$ cat src/bse_pkg.sv
`default_nettype none

package bse_pkg;

   // Fixed-point formats and widths
   localparam int unsigned WORD_W = 32;
   localparam int unsigned PROD_W = 64;
   localparam int unsigned SUM_W  = 44;
   localparam int unsigned DIFF_W = 13;
   localparam int unsigned ITER_W = 12;
   localparam int unsigned CSR_INDEX_W = 8;

   // Mapping constants in Q8.24
   localparam logic signed [WORD_W-1:0] STEP_Q    = 32'sd83886;
   localparam logic signed [WORD_W-1:0] BIAS_RE_Q = 32'sd3355443;
   localparam logic signed [WORD_W-1:0] BIAS_IM_Q = 32'sd5033165;

   // Escape radius squared, 30 in Q16.48
   localparam logic [PROD_W-1:0] ESCAPE_Q48 = 64'h001E_0000_0000_0000;

   localparam logic signed [WORD_W-1:0] WORD_MAX = 32'sh7FFF_FFFF;
   localparam logic signed [WORD_W-1:0] WORD_MIN = 32'sh8000_0000;

   // Register indexes
   localparam logic [CSR_INDEX_W-1:0] CSR_ZOOM_SCALE     = 8'd0;
   localparam logic [CSR_INDEX_W-1:0] CSR_OFFSET_REAL    = 8'd1;
   localparam logic [CSR_INDEX_W-1:0] CSR_OFFSET_IMAG    = 8'd2;
   localparam logic [CSR_INDEX_W-1:0] CSR_MAX_ITERATIONS = 8'd3;

   // Register reset values
   localparam logic [30:0]              ZOOM_RESET   = 31'd335544;
   localparam logic signed [WORD_W-1:0] OFF_RE_RESET = -32'sd29360128;
   localparam logic signed [WORD_W-1:0] OFF_IM_RESET = -32'sd503317;
   localparam logic [ITER_W-1:0]        ITER_RESET   = 12'd30;

   typedef struct packed {
      logic [30:0]              zoom_scale;
      logic signed [WORD_W-1:0] offset_real;
      logic signed [WORD_W-1:0] offset_imag;
      logic [ITER_W-1:0]        max_iterations;
   } cfg_type;

   typedef struct packed {
      logic              escaped;
      logic [ITER_W-1:0] iteration_index;
   } res_type;

   typedef enum logic [3:0] {
      ST_IDLE,
      ST_MXA,
      ST_MXB,
      ST_MXC,
      ST_MXD,
      ST_MYB,
      ST_MYC,
      ST_MYD,
      ST_UPD,
      ST_SQR,
      ST_SQI,
      ST_CRS,
      ST_DONE
   } state_type;

   // Clamp a wide sum to the signed 32-bit range
   function automatic logic signed [WORD_W-1:0] sat32(input logic signed [SUM_W-1:0] v);
      logic signed [SUM_W-1:0] hi;
      logic signed [SUM_W-1:0] lo;
      hi = SUM_W'(WORD_MAX);
      lo = SUM_W'(WORD_MIN);
      if (v > hi) begin
         return WORD_MAX;
      end else if (v < lo) begin
         return WORD_MIN;
      end else begin
         return v[WORD_W-1:0];
      end
   endfunction

endpackage

`default_nettype wire

$ cat src/bse_ifs.sv
`default_nettype none

// Pixel request channel
interface bse_req_if;
   logic       valid;
   logic       ready;
   logic [9:0] pixel_x;
   logic [8:0] pixel_y;
   logic       mode;

   modport source (output valid, output pixel_x, output pixel_y, output mode, input ready);
   modport sink   (input valid, input pixel_x, input pixel_y, input mode, output ready);
endinterface

// Escape result channel
interface bse_rsp_if;
   logic                          valid;
   logic                          ready;
   logic                          escaped;
   logic [bse_pkg::ITER_W-1:0]    iteration_index;

   modport source (output valid, output escaped, output iteration_index, input ready);
   modport sink   (input valid, input escaped, input iteration_index, output ready);
endinterface

// Register write channel
interface bse_csr_if;
   logic                              valid;
   logic                              ready;
   logic [bse_pkg::CSR_INDEX_W-1:0]   index;
   logic [bse_pkg::WORD_W-1:0]        data;

   modport source (output valid, output index, output data, input ready);
   modport sink   (input valid, input index, input data, output ready);
endinterface

`default_nettype wire

$ cat src/bse_csr.sv
`default_nettype none

module bse_csr (
   input  wire             clock,
   input  wire             reset,
   bse_csr_if.sink         csr_port,
   output bse_pkg::cfg_type cfg
);

   bse_pkg::cfg_type cfg_ff;
   bse_pkg::cfg_type cfg_in;

   assign csr_port.ready = 1'b1;
   assign cfg = cfg_ff;

   // Decode a register write
   always_comb begin
      cfg_in = cfg_ff;
      if (csr_port.valid) begin
         unique case (csr_port.index)
            bse_pkg::CSR_ZOOM_SCALE:     cfg_in.zoom_scale     = csr_port.data[30:0];
            bse_pkg::CSR_OFFSET_REAL:    cfg_in.offset_real    = $signed(csr_port.data);
            bse_pkg::CSR_OFFSET_IMAG:    cfg_in.offset_imag    = $signed(csr_port.data);
            bse_pkg::CSR_MAX_ITERATIONS: cfg_in.max_iterations =
               csr_port.data[bse_pkg::ITER_W-1:0];
            default: cfg_in = cfg_ff;
         endcase
      end
   end

   always_ff @(posedge clock) begin
      if (reset) begin
         cfg_ff.zoom_scale     <= bse_pkg::ZOOM_RESET;
         cfg_ff.offset_real    <= bse_pkg::OFF_RE_RESET;
         cfg_ff.offset_imag    <= bse_pkg::OFF_IM_RESET;
         cfg_ff.max_iterations <= bse_pkg::ITER_RESET;
      end else begin
         cfg_ff <= cfg_in;
      end
   end

endmodule

`default_nettype wire

$ cat src/bse_mul.sv
`default_nettype none

module bse_mul (
   input  wire                                   clock,
   input  wire logic signed [bse_pkg::WORD_W-1:0] op_a,
   input  wire logic signed [bse_pkg::WORD_W-1:0] op_b,
   output logic signed [bse_pkg::PROD_W-1:0]      prod
);

   logic signed [bse_pkg::PROD_W-1:0] prod_ff;
   logic signed [bse_pkg::PROD_W-1:0] prod_in;

   // Full signed 32x32 product, registered
   assign prod_in = bse_pkg::PROD_W'(op_a) * bse_pkg::PROD_W'(op_b);
   assign prod    = prod_ff;

   always_ff @(posedge clock) begin
      prod_ff <= prod_in;
   end

endmodule

`default_nettype wire

$ cat src/bse_engine.sv
`default_nettype none

module bse_engine #(
   parameter int MAIN_WIDTH     = 1024,
   parameter int MAIN_HEIGHT    = 512,
   parameter int PREVIEW_WIDTH  = 256,
   parameter int PREVIEW_HEIGHT = 256
) (
   input  wire                                   clock,
   input  wire                                   reset,
   input  wire bse_pkg::cfg_type                 cfg,
   input  wire                                   req_take,
   input  wire logic [9:0]                       pixel_x,
   input  wire logic [8:0]                       pixel_y,
   input  wire                                   mode,
   input  wire                                   out_free,
   output logic                                  idle,
   output logic                                  res_valid,
   output bse_pkg::res_type                      res,
   output logic signed [bse_pkg::WORD_W-1:0]     op_a,
   output logic signed [bse_pkg::WORD_W-1:0]     op_b,
   input  wire logic signed [bse_pkg::PROD_W-1:0] prod
);

   localparam int unsigned DW = bse_pkg::DIFF_W;
   localparam int unsigned WW = bse_pkg::WORD_W;
   localparam int unsigned PW = bse_pkg::PROD_W;
   localparam int unsigned SW = bse_pkg::SUM_W;
   localparam int unsigned IW = bse_pkg::ITER_W;

   localparam logic signed [DW-1:0] HALF_MW = DW'(MAIN_WIDTH / 2);
   localparam logic signed [DW-1:0] HALF_MH = DW'(MAIN_HEIGHT / 2);
   localparam logic signed [DW-1:0] HALF_PW = DW'(PREVIEW_WIDTH / 2);
   localparam logic signed [DW-1:0] HALF_PH = DW'(PREVIEW_HEIGHT / 2);

   bse_pkg::state_type state_ff, state_in;

   logic signed [DW-1:0] dx_ff, dx_in, dy_ff, dy_in;
   logic signed [WW-1:0] t_ff, t_in;
   logic signed [WW-1:0] cr_ff, cr_in, ci_ff, ci_in;
   logic signed [WW-1:0] re_ff, re_in, im_ff, im_in;
   logic signed [PW-1:0] rr_ff, rr_in, ii_ff, ii_in;
   logic [IW-1:0]        k_ff, k_in;
   logic                 esc_ff, esc_in;
   logic [IW-1:0]        idx_ff, idx_in;

   logic signed [WW-1:0] zoom_op;
   logic signed [SW-1:0] map_sum_re, map_sum_im;
   logic signed [PW-1:0] sq_diff;
   logic [PW-1:0]        cross_abs;
   logic signed [SW-1:0] new_re_sum, new_im_sum;
   logic [PW-1:0]        mag;
   logic                 escape_hit;
   logic                 last_iter;

   assign zoom_op = $signed({1'b0, cfg.zoom_scale});

   // Finish the mapping: floor shift of t*zoom plus pan
   assign map_sum_re = SW'(prod >>> 24) + SW'(cfg.offset_real);
   assign map_sum_im = SW'(prod >>> 24) + SW'(cfg.offset_imag);

   // Next orbit point from the squares and the cross product
   assign sq_diff    = rr_ff - ii_ff;
   assign cross_abs  = prod[PW-1] ? PW'(-prod) : PW'(prod);
   assign new_re_sum = SW'(sq_diff >>> 24) + SW'(cr_ff);
   assign new_im_sum = $signed(SW'(cross_abs >> 23)) + SW'(ci_ff);

   // Escape test on |z|^2 in Q16.48
   assign mag        = PW'(rr_ff) + PW'(prod);
   assign escape_hit = (mag >= bse_pkg::ESCAPE_Q48);
   assign last_iter  = (k_ff == cfg.max_iterations - IW'(1));

   assign idle      = (state_ff == bse_pkg::ST_IDLE);
   assign res_valid = (state_ff == bse_pkg::ST_DONE);
   assign res.escaped         = esc_ff;
   assign res.iteration_index = idx_ff;

   // Next state
   always_comb begin
      state_in = state_ff;
      unique case (state_ff)
         bse_pkg::ST_IDLE: begin
            if (req_take) begin
               state_in = (cfg.max_iterations == '0) ? bse_pkg::ST_DONE : bse_pkg::ST_MXA;
            end
         end
         bse_pkg::ST_MXA: state_in = bse_pkg::ST_MXB;
         bse_pkg::ST_MXB: state_in = bse_pkg::ST_MXC;
         bse_pkg::ST_MXC: state_in = bse_pkg::ST_MXD;
         bse_pkg::ST_MXD: state_in = bse_pkg::ST_MYB;
         bse_pkg::ST_MYB: state_in = bse_pkg::ST_MYC;
         bse_pkg::ST_MYC: state_in = bse_pkg::ST_MYD;
         bse_pkg::ST_MYD: state_in = bse_pkg::ST_UPD;
         bse_pkg::ST_UPD: state_in = bse_pkg::ST_SQR;
         bse_pkg::ST_SQR: state_in = bse_pkg::ST_SQI;
         bse_pkg::ST_SQI: state_in = bse_pkg::ST_CRS;
         bse_pkg::ST_CRS: begin
            state_in = (escape_hit || last_iter) ? bse_pkg::ST_DONE : bse_pkg::ST_UPD;
         end
         bse_pkg::ST_DONE: begin
            if (out_free) begin
               state_in = bse_pkg::ST_IDLE;
            end
         end
         default: state_in = bse_pkg::ST_IDLE;
      endcase
   end

   // Datapath controls and register updates
   always_comb begin
      dx_in  = dx_ff;
      dy_in  = dy_ff;
      t_in   = t_ff;
      cr_in  = cr_ff;
      ci_in  = ci_ff;
      re_in  = re_ff;
      im_in  = im_ff;
      rr_in  = rr_ff;
      ii_in  = ii_ff;
      k_in   = k_ff;
      esc_in = esc_ff;
      idx_in = idx_ff;
      op_a   = '0;
      op_b   = '0;
      unique case (state_ff)
         bse_pkg::ST_IDLE: begin
            // Center the pixel on its window
            dx_in  = $signed(DW'(pixel_x)) - (mode ? HALF_PW : HALF_MW);
            dy_in  = $signed(DW'(pixel_y)) - (mode ? HALF_PH : HALF_MH);
            k_in   = '0;
            esc_in = 1'b0;
            idx_in = '0;
         end
         bse_pkg::ST_MXA: begin
            op_a = WW'(dx_ff);
            op_b = bse_pkg::STEP_Q;
         end
         bse_pkg::ST_MXB: t_in = WW'(prod - PW'(bse_pkg::BIAS_RE_Q));
         bse_pkg::ST_MXC: begin
            op_a = t_ff;
            op_b = zoom_op;
         end
         bse_pkg::ST_MXD: begin
            cr_in = bse_pkg::sat32(map_sum_re);
            op_a  = WW'(dy_ff);
            op_b  = bse_pkg::STEP_Q;
         end
         bse_pkg::ST_MYB: t_in = WW'(prod - PW'(bse_pkg::BIAS_IM_Q));
         bse_pkg::ST_MYC: begin
            op_a = t_ff;
            op_b = zoom_op;
         end
         bse_pkg::ST_MYD: ci_in = bse_pkg::sat32(map_sum_im);
         bse_pkg::ST_UPD: begin
            // First step from zero lands on c itself
            if (k_ff == '0) begin
               re_in = cr_ff;
               im_in = ci_ff;
            end else begin
               re_in = bse_pkg::sat32(new_re_sum);
               im_in = bse_pkg::sat32(new_im_sum);
            end
         end
         bse_pkg::ST_SQR: begin
            op_a = re_ff;
            op_b = re_ff;
         end
         bse_pkg::ST_SQI: begin
            rr_in = prod;
            op_a  = im_ff;
            op_b  = im_ff;
         end
         bse_pkg::ST_CRS: begin
            ii_in = prod;
            op_a  = re_ff;
            op_b  = im_ff;
            if (escape_hit) begin
               esc_in = 1'b1;
               idx_in = k_ff;
            end else if (last_iter) begin
               esc_in = 1'b0;
               idx_in = cfg.max_iterations;
            end else begin
               k_in = k_ff + IW'(1);
            end
         end
         bse_pkg::ST_DONE: begin
            op_a = '0;
         end
         default: begin
            op_a = '0;
         end
      endcase
   end

   always_ff @(posedge clock) begin
      if (reset) begin
         state_ff <= bse_pkg::ST_IDLE;
      end else begin
         state_ff <= state_in;
      end
   end

   always_ff @(posedge clock) begin
      dx_ff  <= dx_in;
      dy_ff  <= dy_in;
      t_ff   <= t_in;
      cr_ff  <= cr_in;
      ci_ff  <= ci_in;
      re_ff  <= re_in;
      im_ff  <= im_in;
      rr_ff  <= rr_in;
      ii_ff  <= ii_in;
      k_ff   <= k_in;
      esc_ff <= esc_in;
      idx_ff <= idx_in;
   end

endmodule

`default_nettype wire

$ cat src/burning_ship_escape_time_core.sv
`default_nettype none
// A request is mapped and then iterated for n orbit steps, n = iterations run
// (1 <= n <= max_iterations); with max_iterations zero it goes straight to the result.
// One request at a time: a new one is taken only once the sequencer is idle again, as
// the single shared 32x32 multiplier serves three products per orbit step plus four for mapping.
// Reset: synchronous, active high; sequencer idle, output empty, registers at defaults.
module burning_ship_escape_time_core #(
   parameter int MAIN_WIDTH     = 1024,
   parameter int MAIN_HEIGHT    = 512,
   parameter int PREVIEW_WIDTH  = 256,
   parameter int PREVIEW_HEIGHT = 256
) (
   input  wire         clock,
   input  wire         reset,
   bse_req_if.sink     req_port,
   bse_rsp_if.source   rsp_port,
   bse_csr_if.sink     csr_port
);

   bse_pkg::cfg_type cfg;
   bse_pkg::res_type res;

   logic                                  idle;
   logic                                  res_valid;
   logic                                  req_take;
   logic                                  out_free;
   logic signed [bse_pkg::WORD_W-1:0]     op_a;
   logic signed [bse_pkg::WORD_W-1:0]     op_b;
   logic signed [bse_pkg::PROD_W-1:0]     prod;

   logic             rsp_valid_ff, rsp_valid_in;
   bse_pkg::res_type rsp_res_ff, rsp_res_in;

   assign req_port.ready = idle;
   assign req_take       = req_port.valid && idle;
   assign out_free       = !rsp_valid_ff || rsp_port.ready;

   bse_csr u_csr (
      .clock    (clock),
      .reset    (reset),
      .csr_port (csr_port),
      .cfg      (cfg)
   );

   bse_mul u_mul (
      .clock (clock),
      .op_a  (op_a),
      .op_b  (op_b),
      .prod  (prod)
   );

   bse_engine #(
      .MAIN_WIDTH     (MAIN_WIDTH),
      .MAIN_HEIGHT    (MAIN_HEIGHT),
      .PREVIEW_WIDTH  (PREVIEW_WIDTH),
      .PREVIEW_HEIGHT (PREVIEW_HEIGHT)
   ) u_engine (
      .clock     (clock),
      .reset     (reset),
      .cfg       (cfg),
      .req_take  (req_take),
      .pixel_x   (req_port.pixel_x),
      .pixel_y   (req_port.pixel_y),
      .mode      (req_port.mode),
      .out_free  (out_free),
      .idle      (idle),
      .res_valid (res_valid),
      .res       (res),
      .op_a      (op_a),
      .op_b      (op_b),
      .prod      (prod)
   );

   // Hold the finished result until the sink takes it
   always_comb begin
      rsp_res_in   = rsp_res_ff;
      rsp_valid_in = rsp_valid_ff && !rsp_port.ready;
      if (res_valid && out_free) begin
         rsp_res_in   = res;
         rsp_valid_in = 1'b1;
      end
   end

   always_ff @(posedge clock) begin
      if (reset) begin
         rsp_valid_ff <= 1'b0;
      end else begin
         rsp_valid_ff <= rsp_valid_in;
      end
   end

   always_ff @(posedge clock) begin
      rsp_res_ff <= rsp_res_in;
   end

   assign rsp_port.valid           = rsp_valid_ff;
   assign rsp_port.escaped         = rsp_res_ff.escaped;
   assign rsp_port.iteration_index = rsp_res_ff.iteration_index;

endmodule

`default_nettype wire

$ cat src/flat_wrapper.sv
// flat-port wrapper written by rule: the top's interface ports become plain ports
module burning_ship_escape_time_core_flat 
#(
   parameter int MAIN_WIDTH     = 1024,
   parameter int MAIN_HEIGHT    = 512,
   parameter int PREVIEW_WIDTH  = 256,
   parameter int PREVIEW_HEIGHT = 256
)
  (clock, reset, req_port_valid, req_port_pixel_x, req_port_pixel_y, req_port_mode, req_port_ready, rsp_port_valid, rsp_port_escaped, rsp_port_iteration_index, rsp_port_ready, csr_port_valid, csr_port_index, csr_port_data, csr_port_ready);
  bse_req_if req_port_i ();
  bse_rsp_if rsp_port_i ();
  bse_csr_if csr_port_i ();
  input  wire clock;
  input  wire reset;
  input wire logic [$bits(req_port_i.valid)-1:0] req_port_valid;
  input wire logic [$bits(req_port_i.pixel_x)-1:0] req_port_pixel_x;
  input wire logic [$bits(req_port_i.pixel_y)-1:0] req_port_pixel_y;
  input wire logic [$bits(req_port_i.mode)-1:0] req_port_mode;
  output wire logic [$bits(req_port_i.ready)-1:0] req_port_ready;
  output wire logic [$bits(rsp_port_i.valid)-1:0] rsp_port_valid;
  output wire logic [$bits(rsp_port_i.escaped)-1:0] rsp_port_escaped;
  output wire logic [$bits(rsp_port_i.iteration_index)-1:0] rsp_port_iteration_index;
  input wire logic [$bits(rsp_port_i.ready)-1:0] rsp_port_ready;
  input wire logic [$bits(csr_port_i.valid)-1:0] csr_port_valid;
  input wire logic [$bits(csr_port_i.index)-1:0] csr_port_index;
  input wire logic [$bits(csr_port_i.data)-1:0] csr_port_data;
  output wire logic [$bits(csr_port_i.ready)-1:0] csr_port_ready;
  assign req_port_i.valid = req_port_valid;
  assign req_port_i.pixel_x = req_port_pixel_x;
  assign req_port_i.pixel_y = req_port_pixel_y;
  assign req_port_i.mode = req_port_mode;
  assign req_port_ready = req_port_i.ready;
  assign rsp_port_valid = rsp_port_i.valid;
  assign rsp_port_escaped = rsp_port_i.escaped;
  assign rsp_port_iteration_index = rsp_port_i.iteration_index;
  assign rsp_port_i.ready = rsp_port_ready;
  assign csr_port_i.valid = csr_port_valid;
  assign csr_port_i.index = csr_port_index;
  assign csr_port_i.data = csr_port_data;
  assign csr_port_ready = csr_port_i.ready;
  burning_ship_escape_time_core #(.MAIN_WIDTH(MAIN_WIDTH), .MAIN_HEIGHT(MAIN_HEIGHT), .PREVIEW_WIDTH(PREVIEW_WIDTH), .PREVIEW_HEIGHT(PREVIEW_HEIGHT)) u_core (.clock(clock), .reset(reset), .req_port(req_port_i), .rsp_port(rsp_port_i), .csr_port(csr_port_i));
endmodule
$ cat config.mk
export PLATFORM = sky130hd
export DESIGN_NAME = burning_ship_escape_time_core_flat
export DESIGN_NICKNAME = d
export VERILOG_FILES = /design/src/bse_pkg.sv /design/src/bse_ifs.sv /design/src/bse_csr.sv /design/src/bse_mul.sv /design/src/bse_engine.sv /design/src/burning_ship_escape_time_core.sv /design/src/flat_wrapper.sv
export SDC_FILE = /design/constraint.sdc
export NUM_CORES = 2
export LEC_CHECK = 0
export BUFFER_PORTS_ARGS = -buffer_cell sky130_fd_sc_hd__buf_2
export CORE_MARGIN = 4
export CORE_UTILIZATION = 60
export CTS_BUF_LIST = sky130_fd_sc_hd__clkbuf_8 sky130_fd_sc_hd__clkbuf_16
export DETAILED_ROUTE_END_ITERATION = 7
export HOLD_SLACK_MARGIN = 0.1
export PLACE_DENSITY = 0.9
export SYNTH_ARGS = -nofsm -noshare
export SYNTH_HDL_FRONTEND = slang
export SYNTH_SLANG_ARGS = --single-unit
$ cat constraint.sdc
create_clock -name clock -period 11 [get_ports clock]
set_clock_uncertainty 0.05 [all_clocks]
set_input_delay 1.65 -clock clock [delete_from_list [all_inputs] [get_ports clock]]
set_output_delay 1.65 -clock clock [all_outputs]
set_load 0.02 [all_outputs]
==> reports/metrics.cfg <==
[sta]
max_slew_margin=-0.09496
slew_violations=6
fmax_mhz=93.96
finalHoldViolCount=0
finalCritPeriodShare=0.9675
rsz0062_at_grt=no
fin_ws_ns=0.3572
worstMarginPinSlew_ns=1.642
min_period_ns=10.64
tns_ns=0
finalSetupViolCount=0

[yosys]
synth_top_family_by_area=adder cells
synth_top_area_cell=fa_1
ys_types=87
synth_top_area_share=0.3013
synth_compound_area_frac=0.1349
synthMuxAreaShare=0.003752
yosysSeqAreaShare=0.1927
synth-async-reset-ratio=0
yosys.area_share.simple=0.1579
synth-xor-area-share=0.04321
ys_top_cells_by_area=fa_1 30%, edfxtp_1 14%, ha_1 8.7%, inv_1 5.9%, nand2_1 5.2%
ys_ff_latch=523
yosys_warnings=0
synth_edf_count=347
syn_nets=9762
synth_area_mm2=0.07237
synthCells=8107
synth-adder-area-share=0.3879
synth_ff_type=edfxtp_1
syn_area_per_cell_um2=8.927

[layout]
ff_latch_area_mm2=0.01394
fill_cells=9566
mostFrequentLayoutCell=inv_1
drive_gt1_frac=0.05635
multiInputGateArea_mm2=0.05292
stdcell_area_mm2=0.07678
area_growth_pct=6.103
layout_common_cells=1141 x inv_1, 1089 x fa_1, 1002 x nand2_1
nets=9685

[place]
gp_congestion=1.084
post-place-ws_ns=0.6262
placed_cell_area_mm2=0.07489
dp_hpwl_um=189000
port_buffers=79

[floorplanning]
initial_core_util=0.6040
dieArea_mm2=0.1262
die_h_um=355.3
coreArea_mm2=0.1198
rows=127
die_w_um=355.3
num_io_pins=81

[setup_path]
cp-end-kind=flop
setup.worst_path.class=flop to flop
max_stage_delay_ns=0.90
path_max_fanout=39
arrival_ns=11.12
cpMaxStageDelayCell=a222oi_1
crit_required_ns=11.48
timing.critical_path.mode_cell=fa_1
critPathLaunchType=flop

[status]
violations=design-rule violations, max-capacitance violations, max-slew violations
status=complete, but fails checks

[drt]
wl_per_cell_um=24.45
detail-route-antenna-nets=0
drtPass1Iterations=8
drtIter0Drc=7810
drc_errors=27
drt-total-wl_um=237000
viasPerCell=6.409
num_vias=62126

[run]
maxCapViolations=2

[clocking]
cts_buffers=53
h-tree-depth=2
hold_buffers=0
clkSlewWorstSetupHoldPaths_ns=0.07
cts_root_buf=clkbuf_16
clockBufferDepth=3
clkSinkCount=523
clock_latency_ns=0.66
cts_tree=yes

[global_route]
met1_usage=0.4819
antenna_found_initial=8
grt_pass1_vias=61897
grt_pass1_wl_um=361400
grt-busiest-layer=met2
use_met3=0.1179
grt.total_usage=0.3730
grt_overflow_total=0
grt_start_max_net_pins=84
gr-usage-met2=0.5555

[power]
p_leak_nw=34.79
powerDensity_mw_per_mm2=155.1
peakVddDrop_mv=0.1412

[worst_hold_path]
worstHoldPathType=flop to flop

[metrics by stage]
| stage | std cells | total power [mW] | hold WS, ns | utilization |
|---|---|---|---|---|
| 4_1_cts | 9686 | 11.69 | 0.3729 | 0.6407 |
| 6_report | 9693 | 11.91 | 0.3723 | 0.6409 |
| 3_3_place_gp | 9586 | 9.566 | 0.3525 | 0.6251 |
| 2_1_floorplan | 8107 | 7.604 | 0.3503 | - |
| 3_5_place_dp | 9586 | 9.698 | 0.3552 | 0.6251 |
| 5_1_grt | 9687 | 12.60 | 0.3818 | 0.6408 |
[cells in the mapped netlist, types with 44 or more instances]
library cell	count
o211ai_1	54
a21o_1	190
nor2_1	842
ha_1	501
nand2b_1	45
nor2b_1	58
nor3_1	112
a21oi_1	420
and3_1	80
a31oi_1	44
and2_1	56
nand3_1	127
o21ai_0	283
nand2_1	1002
xnor2_1	247
xor2_1	110
inv_1	1139
o22ai_1	60
dfxtp_1	176
nand3b_1	46
o21bai_1	45
edfxtp_1	347
o21a_1	46
fa_1	1089
a211oi_1	53
nand4_1	51
clkbuf_1	359
[cell families after synthesis]
logic type               Yosys count
flip-flops                       523
AO/OA/AOI/OAI                   1502
multiplexers                      27
adder cells (fa/ha/maj)         1590
XOR/XNOR                         357
other                              1
buffers and inverters           1531
AND/OR/NAND/NOR                 2576
[critical path, delay by kind of cell, from the launching register on]
| kind | cells | cell delay, ns |
|---|---|---|
| buffers and inverters | 4 | 0.75 |
| flip-flops | 1 | 0.52 |
| AND/OR/NAND/NOR | 5 | 0.94 |
| adder cells (fa/ha/maj) | 9 | 4.47 |
| AO/OA/AOI/OAI | 10 | 3.77 |
[final timing paths]
check | from | to | slack (ns) | depth (start not counted)
worst max-delay path | u_core.u_engine.state_ff[0]$_SDFFE_PP0P_ | u_core.u_mul.prod[57]$_DFF_P_ | 0.36 | 28
worst min-delay path | u_core.u_engine.idx_ff[0]$_SDFFCE_PP0P_ | u_core.rsp_port.iteration_index[0]$_DFFE_PP_ | 0.37 | 0
worst max register to register | u_core.u_engine.state_ff[0]$_SDFFE_PP0P_ | u_core.u_mul.prod[57]$_DFF_P_ | 0.36 | 28
worst min register to register | u_core.u_engine.idx_ff[0]$_SDFFCE_PP0P_ | u_core.rsp_port.iteration_index[0]$_DFFE_PP_ | 0.37 | 0
[sequential cells by signal, summed over array words and instances, names as in the netlist, 4 cells and up]
name and count:
u_core.u_csr.cfg 107, u_core.u_engine.t_ff 32, u_core.rsp_port.iteration_index 12, u_core.u_engine.cr_ff 32, u_core.u_engine.k_ff 12, u_core.u_engine.idx_ff 12, u_core.u_engine.rr_ff 64, u_core.u_engine.state_ff 4
u_core.u_engine.im_ff 32, u_core.u_engine.dx_ff 11, u_core.u_engine.ci_ff 32, u_core.u_engine.re_ff 32, u_core.u_engine.dy_ff 10, u_core.u_mul.prod 64, u_core.u_engine.ii_ff 64
[area by class of cell]
cell class / count / area share
multi-input combinational: 6053 / 0.6892
sequential: 523 / 0.1816
inverter: 1142 / 0.05584
tap: 1612 / 0.02627
timing repair buffer: 257 / 0.02258
clock buffer: 63 / 0.01965
clock inverter: 37 / 0.004693
antenna: 6 / 0.0001955
[power by group]
part	internal, mW	switching [mW]
Clock	1.06	0.907
Sequential	2.44	0.317
Combinational	2.67	4.52
[what timing repair did]
action,CTS,global route
setup endpoints to repair,0,2
hold endpoints to repair,0,0
resized for setup,0,2
setup buffers,0,1
[routing by layer]
layer / wire (um) / up-vias
li1: - / 26635
met1: 86370 / 30261
met2: 100600 / 4181
met3: 32070 / 1047
met4: 17950 / 2
met5: 13 / -
Power figures use the tool's default switching activity.
